--- config.mk ---
export PLATFORM = sky130hd
export DESIGN_NAME = mioreg_ctrl
export DESIGN_NICKNAME = d
export VERILOG_FILES = /design/src/hdl/memory_and_io_register_map_top_macros.svh /design/src/hdl/mioreg_pkg.sv /design/src/hdl/mioreg_ctrl.sv
export SDC_FILE = /design/constraint.sdc
export NUM_CORES = 1
export LEC_CHECK = 0
export BUFFER_PORTS_ARGS = -buffer_cell sky130_fd_sc_hd__buf_2
export CAP_MARGIN = 20
export CORE_AREA = 3 3 40 42
export DETAILED_ROUTE_END_ITERATION = 8
export DIE_AREA = 0 0 43 45
export PLACE_DENSITY_LB_ADDON = 0.15
export SETUP_SLACK_MARGIN = 0.15
export SLEW_MARGIN = 20
export SYNTH_ARGS = -nofsm -noshare
export SYNTH_HDL_FRONTEND = slang
export SYNTH_SLANG_ARGS = --single-unit
--- constraint.sdc ---
create_clock -name clk_i -period 3.8 [get_ports clk_i]
set_input_delay 1.14 -clock clk_i [delete_from_list [all_inputs] [get_ports clk_i]]
set_output_delay 1.14 -clock clk_i [all_outputs]
set_load 0.005 [all_outputs]
--- src/hdl/memory_and_io_register_map_top_macros.svh ---
// assertion macros for the register map block
`ifndef MEMORY_AND_IO_REGISTER_MAP_TOP_MACROS_SVH
`define MEMORY_AND_IO_REGISTER_MAP_TOP_MACROS_SVH

// same-cycle implication, off while reset is asserted
`define MIOREG_ASSERT_NOW(label, clk, rst_n, ante, cons, msg) \
  label: assert property (@(posedge clk) disable iff (!rst_n) (ante) |-> (cons)) \
    else $error(msg);

// next-cycle implication, off while reset is asserted
`define MIOREG_ASSERT_NEXT(label, clk, rst_n, ante, cons, msg) \
  label: assert property (@(posedge clk) disable iff (!rst_n) (ante) |=> (cons)) \
    else $error(msg);

`endif

--- src/hdl/mioreg_pkg.sv ---
package mioreg_pkg;

  localparam int unsigned STORE_BYTES = 65536;
  localparam int unsigned ADDR_W      = $clog2(STORE_BYTES);

  // register and range addresses
  localparam logic [15:0] A_VIDEO_LO      = 16'h4000;  // 0040000
  localparam logic [15:0] A_ROM_LO        = 16'h8000;  // 0100000
  localparam logic [15:0] A_IO_WIN_LO     = 16'hFD70;  // 0176560
  localparam logic [15:0] A_IO_WIN_END    = 16'hFD78;  // 0176570
  localparam logic [15:0] A_KBD_CSR       = 16'hFFB0;  // 0177660
  localparam logic [15:0] A_KBD_CSR_HI    = 16'hFFB1;
  localparam logic [15:0] A_KBD_DATA      = 16'hFFB2;  // 0177662
  localparam logic [15:0] A_SCROLL        = 16'hFFB4;  // 0177664
  localparam logic [15:0] A_SCROLL_HI     = 16'hFFB5;
  localparam logic [15:0] A_TMR_RELOAD    = 16'hFFC6;  // 0177706
  localparam logic [15:0] A_TMR_RELOAD_HI = 16'hFFC7;
  localparam logic [15:0] A_TMR_COUNT     = 16'hFFC8;  // 0177710
  localparam logic [15:0] A_TMR_COUNT_HI  = 16'hFFC9;
  localparam logic [15:0] A_TMR_CTRL      = 16'hFFCA;  // 0177712
  localparam logic [15:0] A_TMR_CTRL_HI   = 16'hFFCB;
  localparam logic [15:0] A_PAR_PORT      = 16'hFFCC;  // 0177714
  localparam logic [15:0] A_PAR_PORT_HI   = 16'hFFCD;
  localparam logic [15:0] A_SYS_PORT      = 16'hFFCE;  // 0177716
  localparam logic [15:0] A_SYS_PORT_HI   = 16'hFFCF;

  localparam logic [15:0] MASK_RESET      = 16'hFFFE;
  localparam logic [15:0] SCROLL_MASK     = 16'h02FF;  // 01377
  localparam logic [15:0] LATCH_KEEP      = 16'hFF0F;
  localparam logic [15:0] LATCH_BITS      = 16'h00F0;
  localparam logic [7:0]  KBD_READY_CLR   = 8'h7F;     // low byte of 0177577
  localparam logic [7:0]  STORE_FILL      = 8'hFF;

  typedef enum logic [1:0] {
    REQ_RD_BYTE = 2'd0,
    REQ_RD_WORD = 2'd1,
    REQ_WR_BYTE = 2'd2,
    REQ_WR_WORD = 2'd3
  } req_e;

  typedef enum logic [2:0] {
    RD_PAIR_LO,
    RD_PAIR_HI,
    RD_TMR_LO,
    RD_TMR_HI,
    RD_KBD
  } rd_sel_e;

  typedef enum logic [2:0] {
    WR_CLEAR,
    WR_LO,
    WR_HI,
    WR_TMR_LO,
    WR_TMR_HI,
    WR_KBD
  } wr_sel_e;

  typedef struct packed {
    logic    load;
    logic    cap_lo;
    logic    cap_hi;
    rd_sel_e rd_sel;
    logic    wr_en;
    wr_sel_e wr_sel;
    logic    clr_step;
    logic    finish;
  } ctrl_cmd_t;

  typedef struct packed {
    logic do_write;
    logic wr_word;
    logic do_copy;
    logic do_clr7;
    logic clr_last;
  } dp_status_t;

endpackage

--- src/hdl/mioreg_ctrl.sv ---
module mioreg_ctrl (
  input  logic                   clk_i,
  input  logic                   rst_ni,
  input  logic                   start,
  output logic                   busy,
  input  mioreg_pkg::dp_status_t status_i,
  output mioreg_pkg::ctrl_cmd_t  cmd_o
);
  import mioreg_pkg::*;

  typedef enum logic [3:0] {
    S_CLEAR,
    S_IDLE,
    S_RD_A,
    S_RD_B,
    S_RD_C,
    S_CP_A,
    S_CP_B,
    S_CP_C,
    S_KB_A,
    S_KB_B,
    S_WR_LO,
    S_WR_HI,
    S_FIN
  } state_e;

  state_e state_q, state_d;

  always_ff @(posedge clk_i or negedge rst_ni) begin
    if (!rst_ni) begin
      state_q <= S_CLEAR;
    end else begin
      state_q <= state_d;
    end
  end

  always_comb begin
    state_d = state_q;
    cmd_o   = '{load: 1'b0, cap_lo: 1'b0, cap_hi: 1'b0, rd_sel: RD_PAIR_LO,
                wr_en: 1'b0, wr_sel: WR_CLEAR, clr_step: 1'b0, finish: 1'b0};
    case (state_q)
      S_CLEAR: begin
        cmd_o.wr_en    = 1'b1;
        cmd_o.wr_sel   = WR_CLEAR;
        cmd_o.clr_step = 1'b1;
        if (status_i.clr_last) begin
          state_d = S_IDLE;
        end
      end
      S_IDLE: begin
        if (start) begin
          cmd_o.load = 1'b1;
          state_d    = S_RD_A;
        end
      end
      S_RD_A: begin
        cmd_o.rd_sel = RD_PAIR_LO;
        state_d      = S_RD_B;
      end
      S_RD_B: begin
        cmd_o.rd_sel = RD_PAIR_HI;
        cmd_o.cap_lo = 1'b1;
        state_d      = S_RD_C;
      end
      S_RD_C: begin
        cmd_o.cap_hi = 1'b1;
        if (status_i.do_copy) begin
          state_d = S_CP_A;
        end else if (status_i.do_clr7) begin
          state_d = S_KB_A;
        end else if (status_i.do_write) begin
          state_d = S_WR_LO;
        end else begin
          state_d = S_FIN;
        end
      end
      S_CP_A: begin
        cmd_o.rd_sel = RD_TMR_LO;
        state_d      = S_CP_B;
      end
      S_CP_B: begin
        cmd_o.rd_sel = RD_TMR_HI;
        cmd_o.wr_en  = 1'b1;
        cmd_o.wr_sel = WR_TMR_LO;
        state_d      = S_CP_C;
      end
      S_CP_C: begin
        cmd_o.wr_en  = 1'b1;
        cmd_o.wr_sel = WR_TMR_HI;
        state_d      = S_WR_LO;
      end
      S_KB_A: begin
        cmd_o.rd_sel = RD_KBD;
        state_d      = S_KB_B;
      end
      S_KB_B: begin
        cmd_o.wr_en  = 1'b1;
        cmd_o.wr_sel = WR_KBD;
        state_d      = S_FIN;
      end
      S_WR_LO: begin
        cmd_o.wr_en  = 1'b1;
        cmd_o.wr_sel = WR_LO;
        state_d      = status_i.wr_word ? S_WR_HI : S_FIN;
      end
      S_WR_HI: begin
        cmd_o.wr_en  = 1'b1;
        cmd_o.wr_sel = WR_HI;
        state_d      = S_FIN;
      end
      S_FIN: begin
        cmd_o.finish = 1'b1;
        state_d      = S_IDLE;
      end
      default: begin
        state_d = S_IDLE;
      end
    endcase
  end

  assign busy = (state_q != S_IDLE);

endmodule

==> After elaboration in Yosys (flattened, before gate mapping) <==
Index checks and enable logic that the tools add are counted.
{ "op_classes": {"n_eq_ne": 15, "n_reduce_logical": 3, "n_mux": 15} }
{ "ops": {"columns": ["operator", "count"], "rows": [
  ["case mux 4 bit (11 select lines)", 1],
  ["case mux 4 bit (6 select lines)", 1],
  ["equality test 4 bit (second input constant)", 5],
  ["equality test 4 x 3 -> 1 bit (second input constant)", 4],
  ["2-to-1 mux 4 bit", 4],
  ["case mux 3 bit (4 select lines)", 1],
  ["equality test 4 x 2 -> 1 bit (second input constant)", 2],
  ["2-to-1 mux 1 bit", 6],
  ["2-to-1 mux 3 bit", 2],
  ["equality test 4 x 1 -> 1 bit (second input constant)", 1],
  ["logical NOT 4 bit", 1],
  ["!= test 2 bit (second input constant)", 2],
  ["!= test 4 x 1 -> 1 bit (second input constant)", 1],
  ["AND reduction 2 bit", 1],
  ["OR reduction 2 bit", 1]
]} }
{ "word_totals": {"input_bits": 8, "output_inout_bits": 13, "reg_bits": 4, "wordCells": 34} }

==> Depth between registers and ports, before layout <==
Gate-level depths: netlist of the first run.
{ "logic_depth": {"ltp_word": 4, "ltp_mapped": 5, "depth_no_buf": 4} }

==> Least setup slack after synthesis of the first run <==
No wires, ideal clock.
{ "synth_timing": {"path_kind": "input -> output", "start": "input start", "end": "output cmd_o[11] (netlist bit)", "required_time_ns": 2.660, "path_stages": 1, "slack_ns": 1.383, "path_buffers": 0, "t_arrival_ns": 1.277, "cell_sequence": "and3_1"} }
{ "synth_via": {"elab_chain_cells": 2} }
{ "synth_rtl": {"columns": ["item", "line_no", "text"], "rows": [
  ["start: declaration", "mioreg_ctrl.sv:4", "input logic start,"],
  ["2-to-1 mux 1 bit", "mioreg_ctrl.sv:51", "if (start) begin"],
  ["2-to-1 mux 1 bit", "mioreg_ctrl.sv:41", "case (state_q)"],
  ["end: declaration", "mioreg_ctrl.sv:7", "output mioreg_pkg::ctrl_cmd_t cmd_o"]
]} }
No other way between the ends.

==> impl_results.rst, run 1 <==
.. list-table::
   :header-rows: 1

   * - Metric
     - Value
   * - Via count of the first global-routing pass
     - slightly below 400
   * - Mean cell area of the mapped netlist
     - ~7.4 µm²
   * - Outcome
     - finished clean
   * - First-pass GRT wire length
     - 1.74 mm
   * - Global route total overflow
     - 0
   * - Per-cell routed wire length
     - around 11 µm
   * - Largest reg by FF count
     - state_q
   * - CTS-repair resized insts
     - 0
   * - Worst hold slack
     - around 0.70 ns
   * - Slowest Stage Delay on Critical Path
     - 0.51 ns
   * - Die extent in x
     - approximately 43 µm
   * - Part of the power in the clock network
     - 0.116
   * - Fraction of the yosys area taken by sequential cells
     - 0.222
   * - Biggest regs
     - state_q x4
   * - Worst slew slack as a fraction of its limit
     - 0.689
   * - Starting utilization of the core area
     - 0.351
   * - F_max
     - 367 MHz
   * - Filler Cells Inserted
     - approximately 150
   * - Antenna violations before repair
     - 0
   * - Number of port buffers
     - 20
   * - Register-to-Register Path Depth
     - 4
   * - Worst Path Required
     - roughly 2.7 ns
   * - Startpoint class of the critical path
     - flip-flop
   * - Detailed Route Iter0 Violations
     - 6
   * - Clock latency of the later-clocked register in the worst-skew pair
     - 0.23 ns
   * - CP Cell Sequence
     - or2_1 -> xor2_1 -> o21ai_1 -> buf_2
   * - Gr usage total
     - 0.122
   * - Switching fraction of total power
     - 0.475
   * - Count of yosys warnings during synthesis
     - 0
   * - Relative contribution of sequential cells to total power
     - 0.286
   * - Setup Viol. Count Final
     - 0
   * - Number of synthesized flops with an enable pin
     - 0
   * - Internal Dissipation
     - about 0.23 mW
   * - Kind of end point of the critical path
     - output pin
   * - Launch point of the critical path
     - state_q[0]$_DFFE_PN0P_
   * - Fin. max-slew vios
     - 0
   * - Total Neg Setup Slack
     - 0 ns
   * - Hold Crit Class
     - in -> async
   * - Post-route minimum period
     - 2.72 ns
   * - Switching power
     - approximately 0.21 mW
   * - CTS H-tree depth
     - 1
   * - Cell Count, Final, Fillers Out
     - 94
   * - Proportion of layout cells with a drive suffix above 1
     - 0.316
   * - Maximum buffer depth of the clock tree
     - 2
   * - Critical register-to-register path startpoint
     - state_q[0]$_DFFE_PN0P_
   * - TritonCTS clock tree
     - yes
   * - I/O pin cnt
     - 21
   * - Post-synthesis async set-or-reset flop share
     - 1.00
   * - MaxCap Viol Count
     - 0
   * - Storage element area
     - ~100 µm²
   * - Post-synthesis register bit count
     - 4
   * - Cts-stage hold buffer count
     - 0
   * - Wire length after detailed routing
     - around 1.0 mm
   * - Final Cycle Share
     - 0.717
   * - Flip-flop count of the largest register after layout
     - 4
   * - Half-perimeter wire length after detailed placement
     - 793 µm
   * - Leading cell types in the layout, fill and taps excluded
     - buf_2, nand2_1, nand2b_1, nor2_1, o21ai_1
   * - Die footprint
     - between 1500 and 2000 µm²
   * - Number of hold-slack violations in the final timing report
     - 0
   * - GPL Wtd Cong
     - approximately 0.82
   * - Die outline height
     - ~45 µm
   * - Proportion of power drawn by combinational gates
     - 0.598
   * - Ant diodes
     - 0
   * - Cell count after placement
     - between 90 and 100
   * - Post-synthesis cell area
     - ~450 µm²
   * - Synthesized Nets
     - roughly 70
   * - Setup Buffers After CTS
     - 0
   * - Type of the worst setup path
     - reg -> out
   * - Core Box Area
     - around 1300 µm²
   * - CTS Buf Count
     - 3
   * - Unique masters post-synth
     - 32
   * - Via count
     - between 400 and 500
   * - Biggest fanout along the worst timing path
     - 13
   * - Register-to-register setup slack
     - ~2.3 ns
   * - DRC violation count after routing
     - 0
   * - Nets@finish
     - between 80 and 90
   * - Combined area of the multi-input logic cells
     - 312 µm²
   * - Static Leak
     - around 0.28 nW
   * - Pin count of the biggest net entering global routing
     - 17
   * - Clock transition at the register clock pins on the worst setup and hold paths after CTS
     - roughly 0.04 ns
   * - Number of routed nets with antenna violations
     - 0
   * - Number of clock sinks seen by CTS
     - 4
   * - Ys flop type
     - dfrtp_1
   * - Rows
     - 13
   * - Arr. time, crit path
     - 1.58 ns
   * - Detailed-route vias per instance
     - approximately 5.0
   * - Number of optimization iterations in the first detailed-route pass
     - 3
   * - RSZ-0062 raised after global routing
     - no
   * - Worst vdd ir
     - about 0.33 mV
   * - Critical Path End
     - cmd_o[5]
   * - Cells after synthesis
     - 61
   * - Max stage delay cell, worst path
     - dfrtp_1
   * - Transition time at the pin with the least slew margin
     - around 0.47 ns
   * - Worst clock skew
     - 0.00246 ns
   * - Power density normalized to cell area
     - around 800 nW/µm²
   * - Capture point of the worst reg-to-reg path
     - state_q[2]$_DFFE_PN0P_
   * - CTS Root Cell
     - clkbuf_4
   * - Area growth from synthesis to final layout
     - 24.4%
   * - Most common cell after layout, fill and taps aside
     - buf_2
-- worst min-delay path by stage --
stage	startpoint	endpoint	slack [ns]
after floorplan	state_q[3]$_DFFE_PN0P_	state_q[3]$_DFFE_PN0P_	0.60
final	rst_ni	state_q[3]$_DFFE_PN0P_	0.70
after global placement	state_q[1]$_DFFE_PN0P_	state_q[1]$_DFFE_PN0P_	0.74
after CTS	rst_ni	state_q[2]$_DFFE_PN0P_	0.69
after global routing	rst_ni	state_q[1]$_DFFE_PN0P_	0.69
after detailed placement	state_q[1]$_DFFE_PN0P_	state_q[1]$_DFFE_PN0P_	0.74
-- routing by layer --
metal  part of all wire  track usage
met4              0.014       0.0904
met5                  0            0
met2               0.49        0.177
met3              0.040       0.0319
met1               0.46        0.156
-- critical path, delay by kind of cell, from the launching register on --
kind	cells	cell delay, ns
flops	1	0.51
compound gates	1	0.12
buf+inv	1	0.12
xor+xnor	1	0.19
simple gates	1	0.41
-- area by class of cell --
cell class | instances | area share
multi-input cells | 50 | 0.556
repair buffers | 20 | 0.179
well taps | 15 | 0.0335
clock buffers | 3 | 0.0402
inverters | 2 | 0.0134
flip-flops and latches | 4 | 0.179
-- cells in the mapped netlist (all sizes together), types with 2 or more instances --
library cell  instances  area share
a21oi                 2       0.022
and2b                 2       0.033
buf                   5       0.069
dfrtp                 4        0.22
inv                   2       0.017
nand2                 6       0.050
nand2b                5       0.069
nor2                  6       0.086
nor2b                 2       0.028
nor3                  3       0.044
o21ai                 7       0.078
-- cells by family after synthesis --
family,synth area share
xor+xnor,0.0389
simple gates,0.436
buf+inv,0.0861
compound gates,0.217
flops,0.222
-- power groups by stage --
stage	Sequential (mW)	Combinational, mW	Clock [mW]
after floorplan	0.0760	0.250	0
after detailed placement	0.126	0.266	0
final	0.126	0.263	0.0511
after global routing	0.134	0.295	0.0583
after global placement	0.127	0.264	0
after CTS	0.126	0.267	0.0546
-- metrics by stage --
| stage | instance area, µm² | setup slack (ns) | total power, mW | util |
|---|---|---|---|---|
| after detailed placement | 538 | 1.18 | 0.392 | 0.419 |
| after global routing | 561 | 0.950 | 0.487 | 0.436 |
| after floorplan | 450 | 1.38 | 0.326 | - |
| after global placement | 538 | 1.18 | 0.391 | 0.419 |
| after CTS | 561 | 1.07 | 0.447 | 0.436 |
| final | 561 | 1.08 | 0.440 | 0.436 |
Power figures use the tool's default switching activity.
==> inputs of run 2 (changes only) <==
==> constraint.sdc (replaced) <==
create_clock -name clk_i -period 2.65 [get_ports clk_i]
set_input_delay 0.795 -clock clk_i [delete_from_list [all_inputs] [get_ports clk_i]]
set_output_delay 0.795 -clock clk_i [all_outputs]
set_load 0.005 [all_outputs]
==> run 2 against run 1 <==
  * Die area did not move
  * Utilization stayed put
  * Clock skew increased by 0.00080 ns
  * Critical path type unchanged
  * Largest power group unchanged
==> impl_results.rst, run 2 (same netlist as run 1, synthesis figures left out) <==
.. list-table::
   :header-rows: 1

   * - Metric
     - Value
   * - CP Cell Sequence
     - or2_1 -> xor2_1 -> o21ai_1 -> buf_2
   * - I/O pin cnt
     - 21 (unchanged)
   * - Worst Path Required
     - 1.86 ns (-0.80 ns)
   * - Worst slew slack as a fraction of its limit
     - 0.691 (+0.00220)
   * - Worst clock skew
     - 0.00326 ns (+0.000804 ns)
   * - Gr usage total
     - 0.111 (-0.0109)
   * - Via count
     - 463 (-1.5%)
   * - Number of clock sinks seen by CTS
     - 4 (unchanged)
   * - Power density normalized to cell area
     - 1120 nW/µm² (+43%)
   * - Clock latency of the later-clocked register in the worst-skew pair
     - 0.23 ns (about the same)
   * - Most common cell after layout, fill and taps aside
     - buf_2
   * - Max stage delay cell, worst path
     - dfrtp_1
   * - Fin. max-slew vios
     - 0 (unchanged)
   * - CTS Buf Count
     - 3 (unchanged)
   * - Flip-flop count of the largest register after layout
     - 4 (unchanged)
   * - Leading cell types in the layout, fill and taps excluded
     - buf_2, nand2_1, nand2b_1, nor2_1, o21ai_1
   * - Via count of the first global-routing pass
     - 367 (-4.7%)
   * - Detailed-route vias per instance
     - 4.93 (-1.5%)
   * - Storage element area
     - 100 µm² (unchanged)
   * - Transition time at the pin with the least slew margin
     - 0.463 ns (-0.00330 ns)
   * - Final critical-path setup slack
     - 0.261 ns (-0.816 ns)
   * - Die footprint
     - 1940 µm² (unchanged)
   * - Nets@finish
     - 89 (unchanged)
   * - Setup Buffers After CTS
     - 0 (unchanged)
   * - Antenna violations before repair
     - 0 (unchanged)
   * - Final Cycle Share
     - 0.902
   * - Ant diodes
     - 0 (unchanged)
   * - Maximum buffer depth of the clock tree
     - 2 (unchanged)
   * - Proportion of layout cells with a drive suffix above 1
     - 0.316 (unchanged)
   * - Category of cells accounting for the largest share of critical-path delay
     - flip-flops
   * - Largest reg by FF count
     - state_q
   * - Number of hold-slack violations in the final timing report
     - 0 (unchanged)
   * - DRC violation count after routing
     - 0 (unchanged)
   * - Kind of end point of the critical path
     - output pin
   * - Pin count of the biggest net entering global routing
     - 17 (unchanged)
   * - Total Neg Setup Slack
     - 0 ns (unchanged)
   * - Core Box Area
     - 1280 µm² (unchanged)
   * - CTS H-tree depth
     - 1 (unchanged)
   * - Biggest fanout along the worst timing path
     - 13 (unchanged)
   * - Setup Viol. Count Final
     - 0 (unchanged)
   * - Number of optimization iterations in the first detailed-route pass
     - 4 (+1)
   * - Die outline height
     - 45 µm (unchanged)
   * - Static Leak
     - 0.281 nW (unchanged)
   * - GPL Wtd Cong
     - 0.853 (+4.3%)
   * - Cts-stage hold buffer count
     - 0 (unchanged)
   * - F_max
     - ~420 MHz
   * - Slowest Stage Delay on Critical Path
     - 0.50 ns (about the same)
   * - Hold Crit Class
     - in -> async
   * - Filler Cells Inserted
     - 159 (+4.6%)
   * - Per-cell routed wire length
     - 11.0 µm (-0.29%)
   * - Combined area of the multi-input logic cells
     - 312 µm² (unchanged)
   * - Rows
     - 13 (unchanged)
   * - CTS-repair resized insts
     - 0 (unchanged)
   * - Area growth from synthesis to final layout
     - 24.4% (unchanged)
   * - Placement Setup Slack
     - 0.489 ns (-0.687 ns)
   * - RSZ-0062 raised after global routing
     - no
   * - Half-perimeter wire length after detailed placement
     - 803 µm (+1.3%)
   * - Startpoint class of the critical path
     - flip-flop
   * - Detailed Route Iter0 Violations
     - 10 (+4)
   * - Biggest regs
     - state_q x4
   * - Global route total overflow
     - 0 (unchanged)
   * - Clock transition at the register clock pins on the worst setup and hold paths after CTS
     - 0.04 ns (about the same)
   * - Type of the worst setup path
     - reg -> out
   * - Arr. time, crit path
     - 1.59 ns (about the same)
   * - Worst vdd ir
     - 0.452 mV (+36%)
   * - Post-route minimum period
     - approximately 2.4 ns
   * - Die extent in x
     - 43 µm (unchanged)
   * - Starting utilization of the core area
     - 0.351 (unchanged)
   * - Bufs and invs on worst path
     - 1 (unchanged)
   * - Wire length after detailed routing
     - 1.03 mm (-0.29%)
   * - Final core occ
     - 0.436 (unchanged)
   * - Outcome
     - finished clean
   * - CTS Root Cell
     - clkbuf_4
   * - Number of routed nets with antenna violations
     - 0 (unchanged)
   * - TritonCTS clock tree
     - yes
   * - MaxCap Viol Count
     - 0 (unchanged)
   * - First-pass GRT wire length
     - 1.64 mm (-5.5%)
   * - Number of port buffers
     - 20 (unchanged)
-- run 2: cell counts in the layout (fill, tap and decap cells not counted) --
No cell type changed its count.
-- run 2: final cells by class --
type	instances	share of cell area
inverters	2	0.0134
repair buffers	20	0.179
multi-input cells	50	0.556
clock buffers	3	0.0402
flip-flops and latches	4	0.179
well taps	15	0.0335
-- run 2: where the power goes --
part	switching, mW	total (mW)	internal (mW)
clock network	0.0217	0.0721	0.0504
logic	0.186	0.379	0.192
registers	0.0913	0.179	0.0879
-- run 2: path summary, 6_finish.rpt --
path | from | endpoint | slack [ns] | depth (start not counted)
setup / recovery | state_q[0]$_DFFE_PN0P_ | cmd_o[5] | 0.26 | 4
hold / removal | rst_ni | state_q[2]$_DFFE_PN0P_ | 0.36 | 1
setup reg to reg | state_q[0]$_DFFE_PN0P_ | state_q[2]$_DFFE_PN0P_ | 1.19 | 4
hold reg to reg | state_q[1]$_DFFE_PN0P_ | state_q[1]$_DFFE_PN0P_ | 0.74 | 2
max in group asynchronous | rst_ni | state_q[0]$_DFFE_PN0P_ | 2.17 | 1
min in group clk_i | state_q[1]$_DFFE_PN0P_ | state_q[1]$_DFFE_PN0P_ | 0.74 | 2
-- run 2: stage by stage --
step	std cells	area, µm²	total power, mW	hold WS, ns
after floorplan	61	450	0.468	0.499
after global placement	91	538	0.566	0.601
after detailed placement	91	538	0.564	0.603
after CTS	94	561	0.642	0.352
after global routing	94	561	0.700	0.353
final	94	561	0.630	0.360
-- run 2: per-layer routing --
| layer | track usage | vias to the layer above | wire length (µm) |
|---|---|---|---|
| met3 | 0 | 0 | 45 |
| met1 | 0.166 | 208 | 475 |
| met5 | 0 | - | 0 |
| li1 | - | 246 | - |
| met2 | 0.159 | 9 | 511 |
| met4 | 0.0723 | 0 | 0 |
==> inputs of run 3 (changes only) <==
==> constraint.sdc (replaced) <==
create_clock -name clk_i -period 2.45 [get_ports clk_i]
set_input_delay 0.735 -clock clk_i [delete_from_list [all_inputs] [get_ports clk_i]]
set_output_delay 0.735 -clock clk_i [all_outputs]
set_load 0.005 [all_outputs]
==> run 3 against run 2 <==
  * Routed wire length shrank 0.39%
  * Global-route usage shrank 0.17 points
  * Sequential share of layout area shrank 0.36 points
==> impl_results.rst, run 3 (same netlist as run 1, synthesis figures left out) <==
.. list-table::
   :header-rows: 1

   * - Metric
     - Value
   * - Arr. time, crit path
     - 1.45 ns (-0.14 ns)
   * - Met2 Track Usage GR
     - 0.177 (+0.0180)
   * - CTS Root Cell
     - clkbuf_4
   * - Proportion of layout cells with a drive suffix above 1
     - 0.358 (+0.0416)
   * - Maximum buffer depth of the clock tree
     - 2 (unchanged)
   * - Via count
     - 476 (+2.8%)
   * - First-pass GRT wire length
     - 1.58 mm (-3.8%)
   * - TritonCTS clock tree
     - yes
   * - Worst Path Required
     - 1.71 ns (-0.15 ns)
   * - Part of the power in the clock network
     - 0.111 (-0.003)
   * - Transition time at the pin with the least slew margin
     - 0.330 ns (-0.132 ns)
   * - Biggest regs
     - state_q x4
   * - Cts-stage hold buffer count
     - 0 (unchanged)
   * - Per-cell routed wire length
     - 10.7 µm (-2.5%)
   * - Rows
     - 13 (unchanged)
   * - Placement Setup Slack
     - 0.382 ns (-0.107 ns)
   * - Number of port buffers
     - 20 (unchanged)
   * - Via count of the first global-routing pass
     - 386 (+5.2%)
   * - Pin count of the biggest net entering global routing
     - 17 (unchanged)
   * - Half-perimeter wire length after detailed placement
     - 801 µm (-0.20%)
   * - Nets@finish
     - 91 (+2.2%)
   * - Static Leak
     - 0.291 nW (+3.6%)
   * - Busiest layer in global routing
     - met2
   * - Global route total overflow
     - 0 (unchanged)
   * - Met3 global-route usage
     - 0.0359 (+0.0359)
   * - Flip-flop count of the largest register after layout
     - 4 (unchanged)
   * - F_max
     - 459 MHz
   * - Worst slew slack as a fraction of its limit
     - 0.780 (+0.0882)
   * - I/O pin cnt
     - 21 (unchanged)
   * - Detailed Route Iter0 Violations
     - 9 (-1)
   * - Most common cell after layout, fill and taps aside
     - buf_2
   * - Launch point of the critical path
     - state_q[1]$_DFFE_PN0P_
   * - Setup Viol. Count Final
     - 0 (unchanged)
   * - Area growth from synthesis to final layout
     - 28.6%
   * - Antenna violations before repair
     - 0 (unchanged)
   * - Biggest fanout along the worst timing path
     - 13 (unchanged)
   * - Outcome
     - finished clean
   * - Kind of end point of the critical path
     - output pin
   * - Die extent in x
     - 43 µm (unchanged)
   * - Core Box Area
     - 1280 µm² (unchanged)
   * - Type of the worst setup path
     - reg -> out
   * - Switching power
     - 0.325 mW (+8.7%)
   * - Placed Instance Area
     - 553 µm² (+2.8%)
   * - GPL Wtd Cong
     - 0.804 (-5.8%)
   * - Internal Dissipation
     - 0.386 mW (+17%)
   * - Power density normalized to cell area
     - 1230 nW/µm² (+9.2%)
   * - Fin. max-slew vios
     - 0 (unchanged)
   * - Switching fraction of total power
     - 0.457 (-0.0175)
   * - Proportion of power drawn by combinational gates
     - 0.649 (+0.048)
   * - Wire length after detailed routing
     - 1.03 mm (-0.39%)
   * - CTS Buf Count
     - 3 (unchanged)
   * - Final critical-path setup slack
     - 0.269 ns (+0.00813 ns)
   * - Relative contribution of sequential cells to total power
     - 0.240 (-0.045)
   * - Critical register-to-register path startpoint
     - state_q[3]$_DFFE_PN0P_
   * - Die outline height
     - 45 µm (unchanged)
   * - MaxCap Viol Count
     - 0 (unchanged)
   * - Finished Cell Area
     - 579 µm² (+3.3%)
   * - Number of routed nets with antenna violations
     - 0 (unchanged)
   * - DRC violation count after routing
     - 0 (unchanged)
   * - Worst clock skew
     - 0.00355 ns (+0.000283 ns)
   * - Startpoint class of the critical path
     - flip-flop
   * - Post-route minimum period
     - 2.18 ns
   * - Total Neg Setup Slack
     - 0 ns (unchanged)
   * - Worst vdd ir
     - 0.628 mV (+39%)
   * - CTS H-tree depth
     - 1 (unchanged)
   * - Clock latency of the later-clocked register in the worst-skew pair
     - 0.23 ns (about the same)
   * - Number of hold-slack violations in the final timing report
     - 0 (unchanged)
   * - RSZ-0062 raised after global routing
     - no
   * - Clock transition at the register clock pins on the worst setup and hold paths after CTS
     - 0.04 ns (about the same)
   * - Setup Buffers After CTS
     - 0 (unchanged)
   * - Starting utilization of the core area
     - 0.351 (unchanged)
   * - Hold Crit Class
     - in -> async
   * - Final Cycle Share
     - 0.890
   * - Leading cell types in the layout, fill and taps excluded
     - buf_2, nand2_1, nand2b_1, nor2_1, o21ai_1
   * - Die footprint
     - 1940 µm² (unchanged)
   * - Ant diodes
     - 0 (unchanged)
   * - Gr usage total
     - 0.110 (-0.00167)
   * - Number of optimization iterations in the first detailed-route pass
     - 4 (unchanged)
   * - Largest reg by FF count
     - state_q
   * - Number of clock sinks seen by CTS
     - 4 (unchanged)
   * - Detailed-route vias per instance
     - 4.96 (+0.67%)
   * - GR Layer Usage met1
     - 0.132 (-0.0341)
## run 3: cell count changes in the layout (fill, tap and decap cells not counted), sizes merged
cell | previous run | this run
buf | 20 | 22
## run 3: stage by stage
| step | hold slack, ns | utilization | total power [mW] | instances |
|---|---|---|---|---|
| after CTS | 0.293 | 0.450 | 0.718 | 96 |
| final | 0.298 | 0.451 | 0.711 | 96 |
| after global placement | 0.542 | 0.430 | 0.630 | 93 |
| after floorplan | 0.439 | - | 0.506 | 61 |
| after global routing | 0.288 | 0.451 | 0.781 | 96 |
| after detailed placement | 0.542 | 0.430 | 0.626 | 93 |
## run 3: worst max-delay path, cell delays in order (launching register included)
cell	delay [ns]
dfrtp_1	0.48
or2_4	0.36
xor2_1	0.15
o21ai_1	0.11
buf_2	0.12
## run 3: worst paths after layout
| path | endpoint | slack (ns) | cells past startpoint |
|---|---|---|---|
| max | cmd_o[5] | 0.27 | 4 |
| min | state_q[3]$_DFFE_PN0P_ | 0.30 | 1 |
| max reg2reg | state_q[0]$_DFFE_PN0P_ | 1.09 | 5 |
| min reg2reg | state_q[3]$_DFFE_PN0P_ | 0.67 | 2 |
| max in group asynchronous | state_q[2]$_DFFE_PN0P_ | 2.02 | 1 |
| min in group clk_i | state_q[3]$_DFFE_PN0P_ | 0.67 | 2 |
## run 3: area by class of cell
cell class	instances	area (µm²)
clock buffers	3	22.5
fillers	125	706
inverters	2	7.51
multi-input cells	50	314
flip-flops and latches	4	101
well taps	15	18.8
repair buffers	22	115
## run 3: power by group through the flow
stage	Combinational [mW]	Sequential (mW)	Clock [mW]
CTS	0.468	0.167	0.0829
global placement	0.461	0.168	0
floorplan	0.388	0.118	0
finish	0.462	0.171	0.0787
global route	0.511	0.180	0.0900
detailed placement	0.458	0.168	0
## run 3: layer usage
layer,vias up,share of wire
met1,214,0.47
met4,0,0
met3,0,0.048
met5,-,0
li1,251,-
met2,11,0.48
## run 3: timing repair
item,in CTS,in global routing
resized for setup,1,1
pin swaps,0,0
endpoints found under the setup margin,1,3
